File: src/hw/rtl/tmbp_pkg.sv
`timescale 1ns / 1ps
// Package for the two-mask butterfly permuter: sizes, lane and bus types,
// and the per-stage conditional swap function. No dependencies.

package tmbp_pkg;

    localparam int LANES       = 4;
    localparam int LEVELS      = 2;
    localparam int ELEM_WIDTH  = 16;
    localparam int VEC_W       = 64;
    localparam int MASK_W      = 4;
    localparam int NUM_STAGES  = 2 * LEVELS;
    localparam int STAGE_IDX_W = (NUM_STAGES > 1) ? $clog2(NUM_STAGES) : 1;

    typedef logic [ELEM_WIDTH-1:0]  t_elem;
    typedef t_elem [LANES-1:0]      t_lanes;
    typedef logic [MASK_W-1:0]      t_mask;
    typedef logic [VEC_W-1:0]       t_vec;
    typedef logic [STAGE_IDX_W-1:0] t_stage_idx;

    typedef struct packed {
        logic   valid;
        t_mask  first_sw;
        t_mask  second_sw;
        t_lanes lanes;
    } t_stage_bus;

    // Split the packed vector into lanes; bits past the vector read as zero.
    function automatic t_lanes unpack_vec(t_vec v);
        t_lanes l;
        int     idx;
        l = '0;
        for (int e = 0; e < LANES; e++) begin
            for (int b = 0; b < ELEM_WIDTH; b++) begin
                idx = e * ELEM_WIDTH + b;
                if (idx < VEC_W) begin
                    l[e][b] = v[idx];
                end
            end
        end
        return l;
    endfunction

    // Pack lanes back; bits that land past the vector are dropped.
    function automatic t_vec pack_vec(t_lanes l);
        t_vec v;
        int   idx;
        v = '0;
        for (int e = 0; e < LANES; e++) begin
            for (int b = 0; b < ELEM_WIDTH; b++) begin
                idx = e * ELEM_WIDTH + b;
                if (idx < VEC_W) begin
                    v[idx] = l[e][b];
                end
            end
        end
        return v;
    endfunction

    // One butterfly stage. Stages below LEVELS use the first mask with
    // shrinking blocks; the rest use the second mask with growing blocks.
    function automatic t_lanes stage_swap(t_lanes l, t_mask m1, t_mask m2,
                                          t_stage_idx s);
        t_lanes      r;
        t_mask       m;
        int unsigned sv;
        int unsigned d;
        int unsigned bs;
        int unsigned hbs;
        int unsigned ofs;
        int unsigned pos;
        int unsigned b;
        r  = l;
        sv = int'(s);
        if (sv < LEVELS) begin
            m  = m1;
            d  = sv;
            bs = 1 << (LEVELS - d);
        end else begin
            m  = m2;
            d  = sv - LEVELS;
            bs = 1 << (d + 1);
        end
        hbs = bs >> 1;
        for (int unsigned a = 0; a < LANES; a++) begin
            ofs = a & (bs - 1);
            b   = a + hbs;
            pos = d * (LANES / 2) + ((a - ofs) >> 1) + ofs;
            if (ofs < hbs && b < LANES && pos < MASK_W) begin
                if (m[pos]) begin
                    r[a] = l[b];
                    r[b] = l[a];
                end
            end
        end
        return r;
    endfunction

endpackage

File: src/hw/rtl/tmbp_stage.sv
`timescale 1ns / 1ps
// One registered butterfly stage of the permuter pipeline.
// Depends on tmbp_pkg for the bus type and the swap function.

module tmbp_stage (
    input  logic                i_clk,
    input  logic                i_rst_n,
    input  tmbp_pkg::t_stage_idx i_stage,
    input  tmbp_pkg::t_stage_bus i_bus,
    output tmbp_pkg::t_stage_bus o_bus
);
    import tmbp_pkg::*;

    logic   r_valid;
    t_mask  r_first_sw;
    t_mask  r_second_sw;
    t_lanes r_lanes;
    t_lanes n_lanes;

    always_comb begin
        n_lanes = stage_swap(i_bus.lanes, i_bus.first_sw, i_bus.second_sw, i_stage);
    end

    always_ff @(posedge i_clk) begin
        if (!i_rst_n) begin
            r_valid <= 1'b0;
        end else begin
            r_valid <= i_bus.valid;
        end
    end

    // payload moves every cycle; valid qualifies it
    always_ff @(posedge i_clk) begin
        r_first_sw  <= i_bus.first_sw;
        r_second_sw <= i_bus.second_sw;
        r_lanes     <= n_lanes;
    end

    assign o_bus.valid     = r_valid;
    assign o_bus.first_sw  = r_first_sw;
    assign o_bus.second_sw = r_second_sw;
    assign o_bus.lanes     = r_lanes;

endmodule

File: src/hw/rtl/two_mask_butterfly_permuter.sv
`timescale 1ns / 1ps
// Top level of the two-mask butterfly permuter: a chain of registered
// butterfly stages. Depends on tmbp_pkg and tmbp_stage.
//
// Usage:
//   Command channel: drive i_vector_in and both switch masks and raise start.
//   The transfer happens on any rising edge with start high and busy low.
//   busy is held low: the pipeline takes a new vector every cycle.
//   Result channel: o_valid strobes for exactly one cycle with the permuted
//   vector on o_vector_out; the transfer is that cycle's closing edge.
//   There is one register stage per butterfly stage; throughput is one
//   vector per cycle.
//   Results leave in command order. The receiver cannot stall, so nothing
//   is held back: each stage advances every cycle.
//   Reset (synchronous, active low) clears all stage valid bits; vectors in
//   flight are discarded and no strobe follows.

module two_mask_butterfly_permuter (
    input  logic                i_clk,
    input  logic                i_rst_n,
    input  logic                start,
    output logic                busy,
    input  tmbp_pkg::t_vec      i_vector_in,
    input  tmbp_pkg::t_mask     i_first_switches,
    input  tmbp_pkg::t_mask     i_second_switches,
    output logic                o_valid,
    output tmbp_pkg::t_vec      o_vector_out
);
    import tmbp_pkg::*;

    t_stage_bus w_bus [NUM_STAGES+1];

    assign busy = 1'b0;

    always_comb begin
        w_bus[0].valid     = start & ~busy;
        w_bus[0].first_sw  = i_first_switches;
        w_bus[0].second_sw = i_second_switches;
        w_bus[0].lanes     = unpack_vec(i_vector_in);
    end

    for (genvar g = 0; g < NUM_STAGES; g++) begin : g_stage
        tmbp_stage u_stage (
            .i_clk   (i_clk),
            .i_rst_n (i_rst_n),
            .i_stage (STAGE_IDX_W'(g)),
            .i_bus   (w_bus[g]),
            .o_bus   (w_bus[g+1])
        );
    end

    assign o_valid      = w_bus[NUM_STAGES].valid;
    assign o_vector_out = pack_vec(w_bus[NUM_STAGES].lanes);

endmodule

File: config.mk
export PLATFORM = sky130hd
export DESIGN_NAME = two_mask_butterfly_permuter
export DESIGN_NICKNAME = d
export VERILOG_FILES = /design/src/hw/rtl/tmbp_pkg.sv /design/src/hw/rtl/tmbp_stage.sv /design/src/hw/rtl/two_mask_butterfly_permuter.sv
export SDC_FILE = /design/constraint.sdc
export NUM_CORES = 1
export LEC_CHECK = 0
export BUFFER_PORTS_ARGS = -buffer_cell sky130_fd_sc_hd__buf_2
export CORE_MARGIN = 2
export CORE_UTILIZATION = 57
export CTS_CLUSTER_SIZE = 24
export DETAILED_ROUTE_END_ITERATION = 10
export PLACE_DENSITY = 0.88
export SLEW_MARGIN = 20
export SYNTH_ARGS = -nofsm -noshare
export SYNTH_HDL_FRONTEND = slang
export SYNTH_SLANG_ARGS = --single-unit
File: constraint.sdc
create_clock -name i_clk -period 1.8 [get_ports i_clk]
set_clock_uncertainty 0.1 [all_clocks]
set_input_delay 0.09 -clock i_clk [delete_from_list [all_inputs] [get_ports i_clk]]
set_output_delay 0.09 -clock i_clk [all_outputs]
set_load 0.1 [all_outputs]
### Word level (Yosys, flattened, before mapping)

Cells that the tools add are included.

* bits in registers: 276
* latch bits: 0
* RAM bits: 0
* memory bits (read-only): 0
* input port bits: 75
* output and inout bits: 66
* word-level logic and storage cells: 32
* memories kept: 0

* $add $sub $neg: 0
* multipliers: 0
* div/mod/pow operators: 0
* magnitude comparators: 0
* equality and inequality tests: 0
* shift-type cells: 0
* mux-type cells: 8
* bitwise gates (word level): 0
* reductions and logical operators: 0

Operators with widths (number)
* two-way mux 64 bit: 4
* two-way mux 48 bit: 2
* two-way mux 32 bit: 2

### Longest topological paths before layout

* word-level depth: 2
* gate-level depth with buffers: 3
* mapped depth without buffers: 1

### Cells and area by module

From an unflattened synthesis, not the netlist that was laid out.

* cell total of the unflattened synthesis: 2532
* area total of the unflattened synthesis: 20758.7 sq um

By module, submodules not included
* tmbp_stage (g_stage[2].u_stage ...): instances 2, cells an instance 639, area each 5261.3 sq um, seq. area each 1461.4 sq um
* tmbp_stage (g_stage[0].u_stage): instances 1, cells an instance 621, area each 5232.5 sq um, seq. area each 1461.4 sq um
* tmbp_stage (g_stage[1].u_stage): instances 1, cells an instance 630, area each 4988.5 sq um, seq. area each 1461.4 sq um
* two_mask_butterfly_permuter: instances 1, cells an instance 3, area each 15.0 sq um, seq. area each 0.0 sq um

### Worst setup path after synthesis

No wires, ideal clock.

* path kind: register to register
* start point: register g_stage[2].u_stage.r_second_sw[3]
* end point: register g_stage[3].u_stage.r_lanes (netlist bit g_stage[3].u_stage.o_bus[17])
* setup time: 0.121 ns
* data arrival time: 0.884 ns
* required time: 1.579 ns
* setup slack: 0.694 ns
* cell stages (with the launch flop): 4
* path buffers: 2
* period minus slack after synthesis: 1.106 ns
* cells stage by stage: dfxtp_1 buf_6 buf_6 mux2_4

RTL lines
* start: declaration: RTL line tmbp_stage.sv:16 `t_mask r_second_sw;`
* start signal: assignment: RTL line tmbp_stage.sv:35 `r_second_sw <= i_bus.second_sw;`
* end signal: assignment: RTL line tmbp_stage.sv:36 `r_lanes <= n_lanes;`
* end: declaration: RTL line tmbp_stage.sv:17 `t_lanes r_lanes;`

### Worst setup path in the final report

* start point: register g_stage[3].u_stage.r_lanes (netlist bit g_stage[3].u_stage.o_bus[4])
* end point: output o_vector_out[4]

RTL lines
* end: declaration: RTL line two_mask_butterfly_permuter.sv:27 `output tmbp_pkg::t_vec o_vector_out`

No word-level cell between the ends.

==> flow_summary_export.csv <==
group,metric,value,unit
layout,synthToLayoutAreaGrowth,28.1,%
floorplanning,ios,141,
sta,final-setup-viol-count,0,
floorplanning,die_w,131,um
critical_path,cp_max_fo,1,
floorplanning,rows,46,
floorplanning,initial_utilization,0.581,
yosys,seq_area_frac_synth,0.590,
yosys,synth_top_area_frac,0.590,
global_routing,grt_max_degree,33,
outcome,outcome,"complete, no violations",
critical_path,r2r_end,"g_stage[1].u_stage.o_bus[3]",
hold_path,hold_depth,3,
yosys,yosysMostFrequentCell,"dfxtp_1",
yosys,syn_inst,566,
clocking,clock_path_buffers,3,
clocking,cts_sinks,272,
clocking,worstSkewPairLatency,0.51,ns
pwr,switchingPower,4720,uW
sta,max_freq,686,MHz
critical_path,r2r-start,"g_stage[0].u_stage.r_first_sw[2]",
critical_path,max_stage_delay,0.43,ns
critical_path,reg2reg_slack,0.45,ns
pwr,seq_power_share,0.451,
floorplanning,chipHeight,131,um
yosys,synth-edff-count,0,
pwr,p_leak,0.00534,uW
layout,seq_area,5450,um2
detailed_routing,routed_wl,18.9,mm
detailed_routing,postRouteAntennaNets,0,
floorplanning,core_area,15900,um2
sta,period_needed,1.46,ns
sta,finalCritPeriodShare,0.809,
detailed_routing,routedWlPerCell,18.1,um
critical_path,crit_family,"buffers and inverters",
detailed_routing,vias,5097,
yosys,synth_seq_cells,272,
yosys,ys.flop_type,"dfxtp_1",
pwr,power.internal,11100,uW
hold_path,hp-class,"in2reg",
detailed_routing,vias_per_cell,4.88,
hold_path,whs_endpoint,"g_stage[0].u_stage.o_bus[17]",
critical_path,critPathSlowestCell,"buf_2",
critical_path,crit_buf_inv,1,
layout,final_nets,887,
global_routing,grt_pass1_vias,5432,
clocking,post_cts_buffers,0,
placed_design,portBuffers,139,
critical_path,crit_chain,"buf_2",
layout,multi_input_area,3400,um2
sta,hold_viol,0,
layout,layout-drive-gt1-share,0.537,
critical_path,cp.required,1.61,ns
pwr,combPwrFrac,0.213,
detailed_routing,drt_iter0_drc,193,
yosys,synth.distinct_cells,8,
layout,fill_cells,990,
critical_path,endpoint_kind,"primary output",
detailed_routing,drc,0,
pwr,netSwitchingFraction,0.299,
hold_path,hp-start,"i_first_switches[1]",
yosys,async_flop_share,0,
yosys,synthTopCellsByCount,"dfxtp_1, mux2_4, mux2_2",
critical_path,cp.arrival,1.27,ns
pwr,p_per_area,1340,nW/um2
global_routing,grt.overflow.total,0,
placed_design,dpl.hpwl,11.0,mm
job,cap_violations,0,
yosys,synth_area,9230,um2
clocking,cts_buffers,25,
clocking,h-tree-depth,1,
yosys,ys_warn_count,0,
pwr,pwr-share-clk,0.337,
critical_path,critPathKind,"reg2out",
sta,rsz0062_at_grt,"false",
clocking,cts_tree,"done",
yosys,synth_area_per_cell,16.3,um2
global_routing,grt_pass1_wl,29.6,mm
global_routing,gr-usage-all-layers,0.215,
global_routing,antenna_found_initial,1,
placed_design,gp_congestion,0.723,
clocking,clkTransAtPathRegs,0.06,ns
sta,finalSetupTns,0,ns
layout,layout.cells.non_filler,1044,
sta,slew_viol_final,0,
placed_design,dp_cells,896,
yosys,syn-num-nets,641,
critical_path,cp-start-kind,"register",
yosys,synth.largest_area_cell,"dfxtp_1",
detailed_routing,first_pass_iters,4,
pwr,peakVddDrop,0.000603,V
clocking,root_buffer,"clkbuf_16",
floorplanning,die_area,17200,um2
critical_path,r2r_cells,2,
yosys,synth_top_cells_by_area,"dfxtp_1, mux2_4, mux2_2",
==> repair_timing <==
action | CTS | global route
resized for setup | 0 | 0
hold buffers | 105 | 0
hold endpoints to repair | 74 | 0
==> sequential cells by signal, summed over array words and instances, names as in the netlist <==
signal                       count
g_stage.u_stage.o_bus          256
g_stage.u_stage.r_first_sw       2
g_stage.u_stage.r_second_sw     10
g_stage.u_stage.r_valid          4
==> stage by stage <==
stage | power (uW) | utilization | hold WS, ns | instance area, um2 | setup slack (ns)
finish | 15800 | 0.744 | 0.0249 | 11800 | 0.343
global route | 16300 | 0.744 | 0.0285 | 11800 | 0.312
CTS | 15800 | 0.744 | 0.0196 | 11800 | 0.336
detailed placement | 10300 | 0.626 | 0.0935 | 9940 | 0.515
global placement | 10200 | 0.626 | 0.0922 | 9940 | 0.570
floorplan | 9780 | - | 0.0177 | 9230 | 0.694
==> kinds of logic after synthesis <==
group                  after synthesis  share of synthesized area
muxes                              256                      0.365
DFF                                272                      0.590
buffers and inverters               33                     0.0417
other                                1                   0.000406
and+or+nand+nor                      4                    0.00271
==> how the worst max path moves through the flow <==
stage | startpoint | end | depth (start not counted)
after global placement | g_stage[0].u_stage.r_first_sw[2] | g_stage[1].u_stage.o_bus[23] | 2
after CTS | g_stage[3].u_stage.o_bus[44] | o_vector_out[44] | 1
final | g_stage[3].u_stage.o_bus[4] | o_vector_out[4] | 1
after floorplan | g_stage[2].u_stage.r_second_sw[3] | g_stage[3].u_stage.o_bus[17] | 3
after detailed placement | g_stage[0].u_stage.r_first_sw[2] | g_stage[1].u_stage.o_bus[31] | 2
after global routing | g_stage[3].u_stage.o_bus[4] | o_vector_out[4] | 1
==> worst register-to-register path, cell delays in order, from the launching register on <==
cell and delay [ns]:
dfxtp_1 0.32, buf_4 0.39, mux2_2 0.42
==> layout make-up <==
| class | count | area share |
|---|---|---|
| tap | 216 | 0.0229 |
| timing repair buffer | 252 | 0.158 |
| multi-input combinational | 261 | 0.288 |
| clock buffer | 34 | 0.0600 |
| sequential | 272 | 0.461 |
| clock inverter | 8 | 0.0103 |
| antenna | 1 | 0.000212 |
==> power groups by stage <==
stage	clock, uW	sequential [uW]	combinational (uW)
floorplan	0	8750	1040
global placement	0	7160	3050
detailed placement	0	7200	3110
CTS	5340	7080	3330
global route	5630	7170	3460
finish	5320	7120	3360
==> placed cells by master, fill, tap and decap left out <==
| master | synthesis | layout |
|---|---|---|
| dfxtp_2 | 0 | 3 |
| clkbuf_8 | 0 | 5 |
| buf_4 | 1 | 3 |
| mux2_4 | 131 | 131 |
| conb_1 | 1 | 1 |
| bufinv_16 | 0 | 3 |
| buf_12 | 2 | 5 |
| mux2_2 | 125 | 125 |
| dlygate4sd3_1 | 0 | 105 |
| and2_1 | 4 | 4 |
| inv_8 | 0 | 1 |
| clkinv_2 | 0 | 4 |
| clkbuf_1 | 0 | 4 |
| dfxtp_1 | 272 | 269 |
| buf_2 | 0 | 139 |
| diode_2 | 0 | 1 |
| clkbuf_16 | 0 | 25 |
==> metal layers <==
| layer | vias up | wire, um | global-route usage |
|---|---|---|---|
| met3 | 29 | 890 | 0.0359 |
| met5 | - | 0 | 0 |
| li1 | 2452 | - | - |
| met4 | 0 | 343 | 0.0610 |
| met1 | 2452 | 8560 | 0.279 |
| met2 | 164 | 9100 | 0.373 |
No activity file was read; power rests on OpenSTA's default activity.
